## config.mk

```make
export PLATFORM = sky130hd
export DESIGN_NAME = varint32_codec
export DESIGN_NICKNAME = d
export VERILOG_FILES = /design/src/hw/rtl/vcodec_pkg.sv /design/src/hw/rtl/vcodec_front.sv /design/src/hw/rtl/vcodec_queue.sv /design/src/hw/rtl/vcodec_back.sv /design/src/hw/rtl/varint32_codec.sv
export SDC_FILE = /design/constraint.sdc
export NUM_CORES = 1
export LEC_CHECK = 0
export BUFFER_PORTS_ARGS = -buffer_cell sky130_fd_sc_hd__buf_2
export CAP_MARGIN = 20
export CORE_MARGIN = 4
export CORE_UTILIZATION = 40
export CTS_CLUSTER_DIAMETER = 80
export DETAILED_ROUTE_END_ITERATION = 10
export GPL_TIMING_DRIVEN = 0
export HOLD_SLACK_MARGIN = 0.08
export SLEW_MARGIN = 15
export SYNTH_ARGS = -nofsm -noshare
export SYNTH_HDL_FRONTEND = slang
export SYNTH_SLANG_ARGS = --single-unit
```

## constraint.sdc

```tcl
create_clock -name clk -period 4.6 [get_ports clk]
set_clock_uncertainty 0.2 [all_clocks]
set_input_delay 0.46 -clock clk [delete_from_list [all_inputs] [get_ports clk]]
set_output_delay 0.46 -clock clk [all_outputs]
set_load 0.05 [all_outputs]
```

## src/hw/rtl/vcodec_pkg.sv

```systemverilog
// ----------------------------------------------------------------------------
// vcodec_pkg
// Shared types and constants for the 32-bit varint codec.
// ----------------------------------------------------------------------------
package vcodec_pkg;

	localparam int MaxBytes   = 5;
	localparam int GroupBits  = 7;
	localparam int ValueWidth = 32;
	localparam int CountWidth = 3;
	localparam int QueueDepth = 4;

	localparam logic [7:0] GroupMask = 8'h7F;
	localparam logic [7:0] MoreBit   = 8'h80;

	localparam logic CmdEncode = 1'b0;
	localparam logic CmdDecode = 1'b1;

	typedef enum logic [1:0] {
		KIND_ENC_BYTE = 2'd0,
		KIND_DEC_VAL  = 2'd1,
		KIND_DEC_LONG = 2'd2
	} kind_t;

	typedef struct packed {
		kind_t                   kind;
		logic [ValueWidth-1:0]   data;
		logic [CountWidth-1:0]   count;
	} entry_t;

endpackage

```

## src/hw/rtl/vcodec_front.sv

```systemverilog
// ----------------------------------------------------------------------------
// vcodec_front
// Accepts commands, runs the decode accumulator, sizes encodes and queues work.
// ----------------------------------------------------------------------------
module vcodec_front (
	input  logic                       clk,
	input  logic                       arst_n,
	input  logic                       push,
	output logic                       full,
	input  logic                       command,
	input  logic signed [31:0]         operand,
	input  logic                       q_full,
	output logic                       q_push,
	output vcodec_pkg::entry_t         q_entry
);

	logic [31:0] acc_q;
	logic [2:0]  seen_q;
	logic        accept;
	logic [7:0]  dbyte;
	logic [5:0]  pos;
	logic [31:0] acc_merge;
	logic [2:0]  enc_len;
	logic        too_long;
	logic [31:0] opnd;

	assign full   = q_full;
	assign accept = push && !q_full;
	assign opnd   = operand;
	assign dbyte  = opnd[7:0];
	assign pos    = {seen_q, 3'b000} - {3'b000, seen_q};
	assign acc_merge = acc_q | ({24'd0, dbyte & vcodec_pkg::GroupMask} << pos);
	assign too_long  = (seen_q >= 3'(vcodec_pkg::MaxBytes));

	assign enc_len = 3'd1 + 3'(opnd[31:7] != '0) + 3'(opnd[31:14] != '0)
		+ 3'(opnd[31:21] != '0) + 3'(opnd[31:28] != '0);

	always_comb begin
		q_push        = 1'b0;
		q_entry.kind  = vcodec_pkg::KIND_ENC_BYTE;
		q_entry.data  = opnd;
		q_entry.count = enc_len;
		if (accept) begin
			if (command == vcodec_pkg::CmdEncode) begin
				q_push = 1'b1;
			end else if (too_long) begin
				q_push        = 1'b1;
				q_entry.kind  = vcodec_pkg::KIND_DEC_LONG;
				q_entry.data  = '0;
				q_entry.count = '0;
			end else if ((dbyte & vcodec_pkg::MoreBit) == 8'd0) begin
				q_push        = 1'b1;
				q_entry.kind  = vcodec_pkg::KIND_DEC_VAL;
				q_entry.data  = acc_merge;
				q_entry.count = seen_q + 3'd1;
			end
		end
	end

	always_ff @(posedge clk or negedge arst_n) begin
		if (!arst_n) begin
			acc_q  <= '0;
			seen_q <= '0;
		end else if (accept) begin
			if (command == vcodec_pkg::CmdEncode || too_long ||
			    (dbyte & vcodec_pkg::MoreBit) == 8'd0) begin
				acc_q  <= '0;
				seen_q <= '0;
			end else begin
				acc_q  <= acc_merge;
				seen_q <= seen_q + 3'd1;
			end
		end
	end

`ifndef SYNTHESIS
	a_seen_range: assert property (@(posedge clk) disable iff (!arst_n)
		seen_q <= 3'(vcodec_pkg::MaxBytes))
		else $error("decode byte count out of range");
	a_too_long_flush: assert property (@(posedge clk) disable iff (!arst_n)
		(accept && command == vcodec_pkg::CmdDecode && too_long) |=> (seen_q == 3'd0))
		else $error("overlong decode not flushed");
`endif

endmodule

```

## src/hw/rtl/vcodec_queue.sv

```systemverilog
// ----------------------------------------------------------------------------
// vcodec_queue
// Small register queue between the front and the byte sequencer.
// ----------------------------------------------------------------------------
module vcodec_queue #(
	parameter int DEPTH = vcodec_pkg::QueueDepth
) (
	input  logic                 clk,
	input  logic                 arst_n,
	input  logic                 wr_en,
	input  vcodec_pkg::entry_t   wr_entry,
	output logic                 q_full,
	input  logic                 rd_en,
	output vcodec_pkg::entry_t   rd_entry,
	output logic                 q_avail
);

	localparam int PtrW = (DEPTH > 1) ? $clog2(DEPTH) : 1;
	localparam int CntW = $clog2(DEPTH + 1);

	vcodec_pkg::entry_t mem [DEPTH];
	logic [PtrW-1:0] wr_ptr_q;
	logic [PtrW-1:0] rd_ptr_q;
	logic [CntW-1:0] count_q;
	logic            do_wr;
	logic            do_rd;

	assign q_full   = (count_q == CntW'(DEPTH));
	assign q_avail  = (count_q != '0);
	assign do_wr    = wr_en && !q_full;
	assign do_rd    = rd_en && q_avail;
	assign rd_entry = mem[rd_ptr_q];

	always_ff @(posedge clk) begin
		if (do_wr) begin
			mem[wr_ptr_q] <= wr_entry;
		end
	end

	always_ff @(posedge clk or negedge arst_n) begin
		if (!arst_n) begin
			wr_ptr_q <= '0;
			rd_ptr_q <= '0;
			count_q  <= '0;
		end else begin
			if (do_wr) begin
				wr_ptr_q <= (wr_ptr_q == PtrW'(DEPTH - 1)) ? '0 : wr_ptr_q + 1'b1;
			end
			if (do_rd) begin
				rd_ptr_q <= (rd_ptr_q == PtrW'(DEPTH - 1)) ? '0 : rd_ptr_q + 1'b1;
			end
			if (do_wr && !do_rd) begin
				count_q <= count_q + 1'b1;
			end else if (do_rd && !do_wr) begin
				count_q <= count_q - 1'b1;
			end
		end
	end

`ifndef SYNTHESIS
	a_count_bound: assert property (@(posedge clk) disable iff (!arst_n)
		count_q <= CntW'(DEPTH))
		else $error("queue count overflow");
	a_no_drop: assert property (@(posedge clk) disable iff (!arst_n)
		wr_en |-> !q_full)
		else $error("write into full queue");
`endif

endmodule

```

## src/hw/rtl/vcodec_back.sv

```systemverilog
// ----------------------------------------------------------------------------
// vcodec_back
// Takes queued work, emits a beat per cycle to the output reg unless stalled.
// ----------------------------------------------------------------------------
module vcodec_back (
	input  logic                 clk,
	input  logic                 arst_n,
	input  vcodec_pkg::entry_t   head,
	input  logic                 q_avail,
	output logic                 q_pop,
	input  logic                 pop,
	output logic                 empty,
	output logic [1:0]           kind,
	output logic [7:0]           out_byte,
	output logic signed [31:0]   decoded_value,
	output logic [2:0]           byte_count,
	output logic                 last
);

	typedef vcodec_pkg::kind_t kind_t_local;

	logic        out_valid_q;
	kind_t_local out_kind_q;
	logic [7:0]  out_byte_q;
	logic [31:0] out_value_q;
	logic [2:0]  out_count_q;
	logic        out_last_q;

	logic        busy_q;
	logic [24:0] work_data_q;
	logic [2:0]  work_left_q;
	logic [2:0]  work_len_q;

	logic        load;

	assign load  = !out_valid_q || pop;
	assign q_pop = load && !busy_q && q_avail;

	assign empty         = !out_valid_q;
	assign kind          = out_kind_q;
	assign out_byte      = out_byte_q;
	assign decoded_value = out_value_q;
	assign byte_count    = out_count_q;
	assign last          = out_last_q;

	always_ff @(posedge clk or negedge arst_n) begin
		if (!arst_n) begin
			out_valid_q <= 1'b0;
			busy_q      <= 1'b0;
		end else if (load) begin
			if (busy_q) begin
				out_valid_q <= 1'b1;
				busy_q      <= (work_left_q != 3'd1);
			end else if (q_avail) begin
				out_valid_q <= 1'b1;
				busy_q      <= (head.kind == vcodec_pkg::KIND_ENC_BYTE) &&
					(head.count != 3'd1);
			end else begin
				out_valid_q <= 1'b0;
			end
		end
	end

	always_ff @(posedge clk) begin
		if (load) begin
			if (busy_q) begin
				out_kind_q  <= vcodec_pkg::KIND_ENC_BYTE;
				out_byte_q  <= {(work_left_q != 3'd1), work_data_q[6:0]};
				out_value_q <= '0;
				out_count_q <= work_len_q;
				out_last_q  <= (work_left_q == 3'd1);
				work_data_q <= work_data_q >> vcodec_pkg::GroupBits;
				work_left_q <= work_left_q - 3'd1;
			end else if (q_avail) begin
				out_kind_q  <= head.kind;
				out_count_q <= head.count;
				work_data_q <= head.data[31:7];
				work_left_q <= head.count - 3'd1;
				work_len_q  <= head.count;
				if (head.kind == vcodec_pkg::KIND_ENC_BYTE) begin
					out_byte_q  <= {(head.count != 3'd1), head.data[6:0]};
					out_value_q <= '0;
					out_last_q  <= (head.count == 3'd1);
				end else begin
					out_byte_q  <= '0;
					out_value_q <= head.data;
					out_last_q  <= 1'b1;
				end
			end
		end
	end

`ifndef SYNTHESIS
	a_busy_left: assert property (@(posedge clk) disable iff (!arst_n)
		busy_q |-> (work_left_q != 3'd0 &&
			work_left_q < 3'(vcodec_pkg::MaxBytes)))
		else $error("encode byte counter out of range");
`endif

endmodule

```

## src/hw/rtl/varint32_codec.sv

```systemverilog
// ----------------------------------------------------------------------------
// varint32_codec
// 32-bit LEB128 varint encoder and decoder with queue-style ports.
//
//   channel  | handshake    | payload
//   ---------+--------------+------------------------------------------------
//   input    | push / full  | command, operand
//   result   | empty / pop  | kind, out_byte, decoded_value, byte_count, last
//
// A decode byte is taken every cycle while the work queue has room.
// An encode is taken as a single item and yields 1 to 5 beats, one per cycle
// while pop keeps up, paced by the byte sequencer in the back end.
// The first result beat goes through the work queue and the output register.
// arst_n clears the decode accumulator, the queue and the output valid flag.
// A stalled result side fills the queue, then raises full.
// ----------------------------------------------------------------------------
module varint32_codec #(
	parameter int QUEUE_DEPTH = vcodec_pkg::QueueDepth
) (
	input  logic                 clk,
	input  logic                 arst_n,
	input  logic                 push,
	output logic                 full,
	input  logic                 command,
	input  logic signed [31:0]   operand,
	input  logic                 pop,
	output logic                 empty,
	output logic [1:0]           kind,
	output logic [7:0]           out_byte,
	output logic signed [31:0]   decoded_value,
	output logic [2:0]           byte_count,
	output logic                 last
);

	logic               q_full;
	logic               q_push;
	vcodec_pkg::entry_t q_wr_entry;
	logic               q_pop;
	vcodec_pkg::entry_t q_head;
	logic               q_avail;

	vcodec_front u_front (
		.clk     (clk),
		.arst_n  (arst_n),
		.push    (push),
		.full    (full),
		.command (command),
		.operand (operand),
		.q_full  (q_full),
		.q_push  (q_push),
		.q_entry (q_wr_entry)
	);

	vcodec_queue #(
		.DEPTH (QUEUE_DEPTH)
	) u_queue (
		.clk      (clk),
		.arst_n   (arst_n),
		.wr_en    (q_push),
		.wr_entry (q_wr_entry),
		.q_full   (q_full),
		.rd_en    (q_pop),
		.rd_entry (q_head),
		.q_avail  (q_avail)
	);

	vcodec_back u_back (
		.clk           (clk),
		.arst_n        (arst_n),
		.head          (q_head),
		.q_avail       (q_avail),
		.q_pop         (q_pop),
		.pop           (pop),
		.empty         (empty),
		.kind          (kind),
		.out_byte      (out_byte),
		.decoded_value (decoded_value),
		.byte_count    (byte_count),
		.last          (last)
	);

endmodule

```

==> results of run 1 <==
-- tightest hold or removal path, stage by stage --
cell	delay [ps]
buf_2	110
a22oi_2	50
o31ai_1	120
-- worst paths after layout --
kind / startpoint / to / slack [ps]
max: u_front.seen_q[1] / u_queue.mem[3][12] / 650
min: operand[26] / u_queue.mem[3][29] / 140
max reg2reg: u_front.seen_q[1] / u_queue.mem[3][12] / 650
min reg2reg: u_front.acc_q[9] / u_front.acc_q[9] / 290
max in group asynchronous: arst_n / u_front.acc_q[18] / 3320
min in group asynchronous: arst_n / u_queue.rd_ptr_q[0] / 280
-- sequential cells by signal, indices dropped and copies added, names as in the netlist, 2 cells and up --
| signal | flops |
|---|---|
| u_front.acc_q | 32 |
| u_back.work_len_q | 3 |
| u_back.decoded_value | 32 |
| u_back.work_data_q | 25 |
| u_queue.count_q | 3 |
| u_front.seen_q | 3 |
| u_queue.wr_ptr_q | 2 |
| u_back.byte_count | 3 |
| u_back.kind | 2 |
| u_back.work_left_q | 3 |
| u_queue.rd_ptr_q | 2 |
| u_queue.mem | 148 |
| u_back.out_byte | 8 |
-- logic make-up after synthesis --
family | count (synthesis) | synth area share, %
buffers and inverters | 60 | 2.76
and+or+nand+nor | 193 | 8.70
AOI/OAI and AO/OA | 145 | 8.60
DFF | 269 | 66.4
muxes | 78 | 10.9
xor gates and xnor gates | 11 | 0.814
adders and majority gates | 17 | 1.86
-- layout make-up --
type | count | share of cell area [%]
Sequential cell | 269 | 56.6
Tap cell | 384 | 3.46
Inverter | 16 | 0.451
Buffer | 44 | 1.90
Clock buffer | 36 | 5.27
Clock inverter | 16 | 1.30
Timing Repair Buffer | 93 | 4.56
Multi-Input combinational cell | 444 | 26.4
-- layout by cell type (no fill, tap or decap), types with 4 or more instances in the layout --
master | synthesis | layout
a211oi_1 | 10 | 10
a21oi_1 | 22 | 22
a22o_1 | 7 | 7
a22oi_1 | 8 | 8
a22oi_2 | 7 | 7
a31oi_1 | 11 | 11
a32o_1 | 4 | 4
and2_1 | 25 | 25
and3_2 | 0 | 4
buf_1 | 4 | 4
buf_16 | 0 | 5
buf_2 | 9 | 92
buf_4 | 9 | 9
buf_6 | 7 | 7
clkbuf_1 | 14 | 22
clkbuf_16 | 0 | 28
clkinv_1 | 1 | 7
dfrtp_1 | 44 | 44
edfxtp_1 | 225 | 225
ha_1 | 16 | 16
inv_1 | 13 | 13
mux2_2 | 25 | 25
mux2i_1 | 14 | 14
mux4_2 | 38 | 38
nand2_1 | 54 | 54
nand2b_1 | 6 | 6
nand3_1 | 6 | 6
nor2_1 | 30 | 29
nor2b_1 | 27 | 27
nor3_1 | 12 | 12
nor4_1 | 6 | 6
o21ai_0 | 40 | 40
o31ai_1 | 13 | 13
xnor2_1 | 5 | 5
xor2_1 | 6 | 6
-- layer usage --
metal  part of all wire, %  wire, µm  up-vias
met3                   4.3      1180       46
met5                     0         0        -
met2                    47     12700      194
met1                    47     12700     3464
li1                      -         -     3225
met4                   2.3       626        0
-- report_power, final --
| part | leakage, nW | switching [mW] | internal (mW) | total [mW] |
|---|---|---|---|---|
| Sequential | 2.71 | 0.195 | 3.50 | 3.69 |
| Clock | 0.430 | 0.920 | 1.29 | 2.21 |
| Combinational | 1.95 | 2.32 | 1.22 | 3.54 |
| Total | 5.09 | 3.44 | 6.01 | 9.45 |
-- through the flow --
step | power, mW | TNS [ps] | instances | area (µm²)
floorplan | 6.26 | 0 | 773 | 11800
global placement | 7.23 | -14260 | 1240 | 12700
detailed placement | 7.32 | 0 | 1248 | 12900
CTS | 9.55 | 0 | 1302 | 13900
global route | 9.93 | 0 | 1302 | 13900
finish | 9.45 | 0 | 1302 | 13900
==> run metrics, run 1 <==
Initial Util 40.9%; cts-stage hold buffer count 2; endpoints failing hold 0; Synth Register Bits 269; drt wl/cell 20.9 µm; Critical Path Source Type flip-flop; fin worst setup slack 647 ps; Finished Core Util 48.0%; number of flops mapped to enable cells by yosys 225; CP Cell Sequence clkbuf_2 -> buf_4 -> inv_1 -> ha_1 -> buf_4 -> mux2i_1 -> mux2i_1 -> a2bb2oi_1 -> o31ai_1; first-pass GRT wire length 42100 µm; post-cts sizing count 0; static leakage 5.09 nW; Post-Syn Nets 827; drt first pass iters 4; GRT Total Usage 16.5%; Post-Syn Area 0.0118 mm²; status finished clean; 1st-iter DRT viols 535; Diodes inserted 0; Worst slew margin 35.7%; period utilisation layout 85.9%; VDD IR max 0.000321 V; IO Pins 85; worst slew pin tran 956 ps; GR met1 Demand/Resource 24.1%; Worst Path Buf+Inv 4; final setup violation count 0; Vert. Die Dim 180 µm; Hold WC Path Type in2reg; synth top area cells edfxtp_1 (57%), dfrtp_1 (9.3%), mux4_2 (7.2%), mux2_2 (2.4%), nand2_1 (1.7%); PD cells 681 mW/mm²; Max-Cap Viols 0; Synth top area share 57.1%; routed vias 6929; critical path peak fanout 10; FF/Latch Area 0.00786 mm²; CTS tree built; grt met2 use 26.4%; # fillers 2561; sequential cell area fraction in the yosys report 66.4%; vias in the first global route 7011; drt total wl 27200 µm; Multi-input gate area 0.00367 mm²; pre-CTS setup slack 752 ps; Via density 5.32; initial antenna violation count 0; Final nets 950; total number of yosys warnings 0; Hold WS 141 ps; number of instances on the worst hold path 3; Crit. End Element flip-flop; area growth from synthesis to layout 17.2%; Tmin final 3950 ps; Post-DP HPWL 19900 µm; CP Data Arrival Time 3980 ps; FFs w/ async S/R, synth 16.4%; CTS buffer count 28; # clock sinks 269; Fmax 0.253 GHz; cell with the most instances after synthesis edfxtp_1; clock root cell clkbuf_16; M3 GR Usage 2.52%; maximum number of pins on one net before global-route repair 29; largest area contributor in the netlist edfxtp_1; core box area 0.0289 mm²; H-Tree Depth 1; mean area per synthesized cell 15.3 µm²; synthesized instance count 773; layout cells sized above 1 27.5%; Die ar. 0.0324 mm²; Critical Path RT 4630 ps; port buffer count 83; die width 180 µm; type of the worst setup path reg2reg; clk slew on worst S/H paths 60 ps; fin. max-slew vios 0; critical path depth 9; Routability Congestion 0.926; gr busiest metal met2; slowest CP cell o31ai_1; R2R depth 9; Top delay family on crit path compound AO/OA/AOI/OAI gates; Clock Path Buffers 3; Distinct cells, synth 74; row count 62; Main synth FF type edfxtp_1; critical path's largest stage delay 860 ps; synth cell count leaders edfxtp_1 (225), nand2_1 (54), dfrtp_1 (44); RSZ-0062 raised after global routing no; DRC Markers 0; grt ovf 0; post-route ant nets 0; # Post-CTS Setup Buffers 0; clk_lat worst skew 560 ps
Power figures use the tool's default switching activity.
==> run 2: changes to the inputs <==
--- a/config.mk
+++ b/config.mk
@@ -13,6 +13,7 @@
 export DETAILED_ROUTE_END_ITERATION = 10
 export GPL_TIMING_DRIVEN = 0
 export HOLD_SLACK_MARGIN = 0.08
+export RECOVER_POWER = 50
 export SLEW_MARGIN = 15
 export SYNTH_ARGS = -nofsm -noshare
 export SYNTH_HDL_FRONTEND = slang
==> run 2 against run 1 <==
Register-to-register slack lost 50 ps; count of clock-buffer cells in the layout did not move; largest cell class unchanged; largest power group unchanged; hold slack better by 1.8 ps; maximum frequency decreased by 1.3%; combinational power down 4%; global-route usage stayed put; non-clock buffer count unchanged; the flow now finishes with violations (capacitance limit, slew limit); total power down 1.3%; critical path depth unchanged; cell area decreased by 1.4%; clock power hardly changed.
==> run metrics, run 2 (synthesized netlist as in run 1, its figures left out) <==
row count 62; critical path peak fanout 10; status finished, violations left; fin worst setup slack 594 ps; max reg flops 148; # fillers 2607; CP Data Arrival Time 4030 ps; failing checks capacitance limit, slew limit; clk slew on worst S/H paths 60 ps; vias in the first global route 7011; Vert. Die Dim 180 µm; drt total wl 27200 µm; Hold WS 142 ps; Clock Path Buffers 3; layout cells sized above 1 19.6%; maximum number of pins on one net before global-route repair 29; area growth from synthesis to layout 15.6%; # clock sinks 269; DRC Markers 0; hold wc startpoint operand[26]; Critical Path RT 4630 ps; DR WL met3 1280 µm; Finished Core Util 47.3%; GRT Total Usage 16.5%; RSZ-0062 raised after global routing no; port buffer count 83; Final nets 950; Via density 5.27; CTS buffer count 28; 1st-iter DRT viols 567; Worst slew margin -3.77%; die width 180 µm; PD cells 681 mW/mm²; grt ovf 0; first-pass GRT wire length 42100 µm; final setup violation count 0; type of the worst setup path reg2reg; most common cell after layout, fill and taps aside edfxtp_1; worst setup path start u_front.seen_q[1]; fin. max-slew vios 24; drt first pass iters 5; H-Tree Depth 1; drt wl/cell 20.9 µm; Diodes inserted 0; clock root cell clkbuf_16; pre-CTS setup slack 752 ps; core box area 0.0289 mm²; Post-DP HPWL 19900 µm; Initial Util 40.9%; met2 routed WL 12700 µm; VDD IR max 0.000320 V; top sig layer met4; clk_lat worst skew 550 ps; met1 wire length 12600 µm; IO Pins 85; most flop-heavy register u_queue.mem; post-route ant nets 0; most frequent cells in the layout edfxtp_1 (225), clkbuf_1 (84), nand2_1 (54), dfrtp_1 (44), buf_2 (42); post-cts sizing count 0; initial antenna violation count 0; Critical Path Source Type flip-flop; Die ar. 0.0324 mm²; worst slew pin tran 1560 ps; endpoints failing hold 0; CTS tree built; Hold WC Path Type in2reg; routed vias 6868; Max-Cap Viols 1; period utilisation layout 87.1%; Fmax 0.250 GHz; Routability Congestion 0.926; static leakage 4.87 nW; Crit. End Element flip-flop; FF-to-FF Start u_front.seen_q[1]; Tmin final 4010 ps
## run 2: cell types whose count changed in the layout (fill, tap and decap cells not counted), sizes merged
cell and delta:
clkinvlp +1, buf -61, inv -1, clkbuf +61
## run 2: where the power goes
group,internal [mW],switching [mW]
sequential,3.50,0.198
combinational,1.11,2.30
clock,1.29,0.918
total,5.90,3.42
## run 2: stage by stage
step	instance area (µm²)	cells	power (mW)	setup TNS, ps
finish	13700	1302	9.32	0
global route	13700	1302	9.83	0
CTS	13900	1302	9.55	0
detailed placement	12900	1248	7.32	0
global placement	12700	1240	7.23	-14260
floorplan	11800	773	6.26	0
## run 2: area by class of cell
cell class | instances | area [µm²] | area share (%)
Sequential cell | 269 | 7860 | 57.4
Multi-Input combinational cell | 444 | 3610 | 26.4
Clock buffer | 36 | 731 | 5.34
Timing Repair Buffer | 93 | 541 | 3.95
Tap cell | 384 | 480 | 3.51
Buffer | 44 | 219 | 1.60
Clock inverter | 16 | 180 | 1.32
Inverter | 16 | 61.3 | 0.448
## run 2: worst max-delay path, stage by stage, from the launching register on
cell and delay [ps]:
dfrtp_1 360, clkbuf_1 270, buf_4 250, inv_1 110, ha_1 350, buf_4 210, mux2i_1 150, mux2i_1 600
a2bb2oi_1 330, o31ai_1 860
## run 2: what timing repair did
item	CTS	global route
hold buffers	2	0
hold endpoints to repair	23	0
buffers inserted	0	0
## run 2: final timing paths
check	to	slack (ps)	cells past startpoint
max in group asynchronous	u_front.acc_q[18]	1620	3
worst min register to register	u_front.acc_q[7]	300	2
worst max register to register	u_queue.mem[0][12]	590	9
worst min-delay path	u_queue.mem[3][29]	140	3
worst max-delay path	u_queue.mem[0][12]	590	9
min in group asynchronous	u_queue.rd_ptr_q[0]	630	2
## run 2: per-layer routing
metal / global-route usage (%) / vias up
met5: 0 / -
met4: 3.96 / 0
li1: - / 3224
met3: 2.52 / 45
met1: 24.1 / 3397
met2: 26.4 / 202
==> run 3: changes to the inputs <==
==> constraint.sdc (replaced) <==
create_clock -name clk -period 4.1 [get_ports clk]
set_clock_uncertainty 0.2 [all_clocks]
set_input_delay 0.41 -clock clk [delete_from_list [all_inputs] [get_ports clk]]
set_output_delay 0.41 -clock clk [all_outputs]
set_load 0.05 [all_outputs]
==> run 3 against run 2 <==
The flow still finishes with violations (capacitance limit, slew limit); die area stayed put; sequential share of layout area shrank 0.19 points; register-to-register slack worse by 410 ps; via count grew 0.10%; first-iteration DRC count up 3.5%; largest cell class unchanged; highest routed layer unchanged; global-route usage is essentially flat; largest power group unchanged.
==> run metrics, run 3 (synthesized netlist as in run 1, its figures left out) <==
drt first pass iters 5; hold wc startpoint operand[27]; worst setup path start u_front.seen_q[0]; type of the worst setup path reg2reg; critical path's largest stage delay 860 ps; critical path peak fanout 10; gr busiest metal met2; post-cts sizing count 0; FF-to-FF Start u_front.seen_q[0]; most flop-heavy register u_queue.mem; area growth from synthesis to layout 16.0%; final setup violation count 0; drt total wl 27300 µm; P_sw 3.85 mW; Tmin final 3920 ps; grt met2 use 26.4%; slowest CP cell o31ai_1; PD cells 764 mW/mm²; number of instances on the worst hold path 3; Clock Path Buffers 3; max reg flops 148; Finished Core Util 47.4%; routed vias 6875; 1st-iter DRT viols 587; maximum number of pins on one net before global-route repair 29; drt wl/cell 21.0 µm; row count 62; vias in the first global route 7017; Crit. End Element flip-flop; Post-DP HPWL 19900 µm; endpoints failing hold 0; Final TNS setup 0 ps; fin. max-slew vios 24; part of the power in combinational logic 36.7%; period utilisation layout 95.6%; clk slew on worst S/H paths 70 ps; failing checks capacitance limit, slew limit; port buffer count 83; worst slew pin tran 1570 ps; VDD IR max 0.000359 V; Initial Util 40.9%; GRT Total Usage 16.5%; Final nets 951; Max-Cap Viols 1; RSZ-0062 raised after global routing no; DRC Markers 0; CP Cell Sequence buf_4 -> clkinv_1 -> ha_1 -> buf_4 -> mux2i_1 -> mux2i_1 -> a2bb2oi_1 -> o31ai_1; Worst slew margin -4.50%; Die ar. 0.0324 mm²; CTS buffer count 28; Worst Path Buf+Inv 3; clock root cell clkbuf_16; H-Tree Depth 1; initial antenna violation count 0; Net Sw Frac 36.7%; RR Endpoint u_queue.mem[0][12]; status finished, violations left; Clk pwr share 23.7%; Critical Path RT 4130 ps; die width 180 µm; most frequent cells in the layout edfxtp_1 (225), clkbuf_1 (77), nand2_1 (54), dfrtp_1 (44), buf_2 (43); M3 GR Usage 2.52%; sequential power share 39.6%; CP Data Arrival Time 3950 ps; first-pass GRT wire length 42100 µm; layout cells sized above 1 20.5%; grt ovf 0; GR met1 Demand/Resource 24.1%; Total Power 10.5 mW; hold path endpoint u_queue.mem[2][30]; most common cell after layout, fill and taps aside edfxtp_1; IO Pins 85; R2R Setup Slk 180 ps; Vert. Die Dim 180 µm; core box area 0.0289 mm²; Internal Dissipation 6.64 mW; post-route ant nets 0; post-placement cell count 1248; Diodes inserted 0; CTS tree built; final cell count without fillers 1303; clk_lat worst skew 560 ps; Hold WC Path Type in2reg; Top delay family on crit path compound AO/OA/AOI/OAI gates; R2R depth 8; Via density 5.28; # clock sinks 269; Routability Congestion 0.926; static leakage 4.90 nW; Fmax 0.255 GHz; Critical Path Source Type flip-flop
==> run 3: worst max path at each step <==
stage,end,slack [ps],cells after the start
finish,u_queue.mem[0][12],180,8
CTS,u_queue.mem[0][12],240,8
detailed placement,u_queue.mem[0][12],250,8
floorplan,u_back.byte_count[0],480,4
global route,u_queue.mem[3][12],80,8
global placement,u_back.decoded_value[19],-700,4
==> run 3: power groups by stage <==
stage	clock, mW	sequential, mW	combinational [mW]
2_1_floorplan	0	4.94	2.08
3_3_place_gp	0	4.22	3.88
3_5_place_dp	0	4.20	4.00
4_1_cts	2.55	4.15	4.02
5_1_grt	2.68	4.22	4.15
6_report	2.49	4.15	3.84
==> run 3: what timing repair did <==
action / 4_1_cts / 5_1_grt
endpoints found under the hold margin: 28 / 0
setup buffers: 0 / 0
hold buffers: 3 / 0
==> run 3: final cells by class <==
class | count | area, µm²
buffer | 44 | 244
clock buffer | 36 | 731
clock inverter | 16 | 180
sequential | 269 | 7860
timing repair buffer | 94 | 552
inverter | 16 | 61.3
multi-input combinational | 444 | 3620
fill | 2601 | 15200
tap | 384 | 480
==> run 3: per-stage QoR <==
stage               setup WS [ps]  cell area, µm²  hold WS, ps
global route                 84.7           13700          111
CTS                           241           13900         82.1
global placement             -700           12700          269
finish                        180           13700         99.4
floorplan                     483           11800        -85.6
detailed placement            252           12900          277
==> run 3: worst min-delay path, delay by kind of cell <==
kind | cells | cell delay, ps
AO/OA/AOI/OAI | 2 | 170
buffers and inverters | 1 | 130
==> run 3: per-layer routing <==
layer	up-vias	part of all wire, %	wire length (µm)
met5	-	0	0
met4	0	2.4	648
met3	47	4.3	1180
met2	183	46	12700
met1	3420	47	12800
li1	3225	-	-
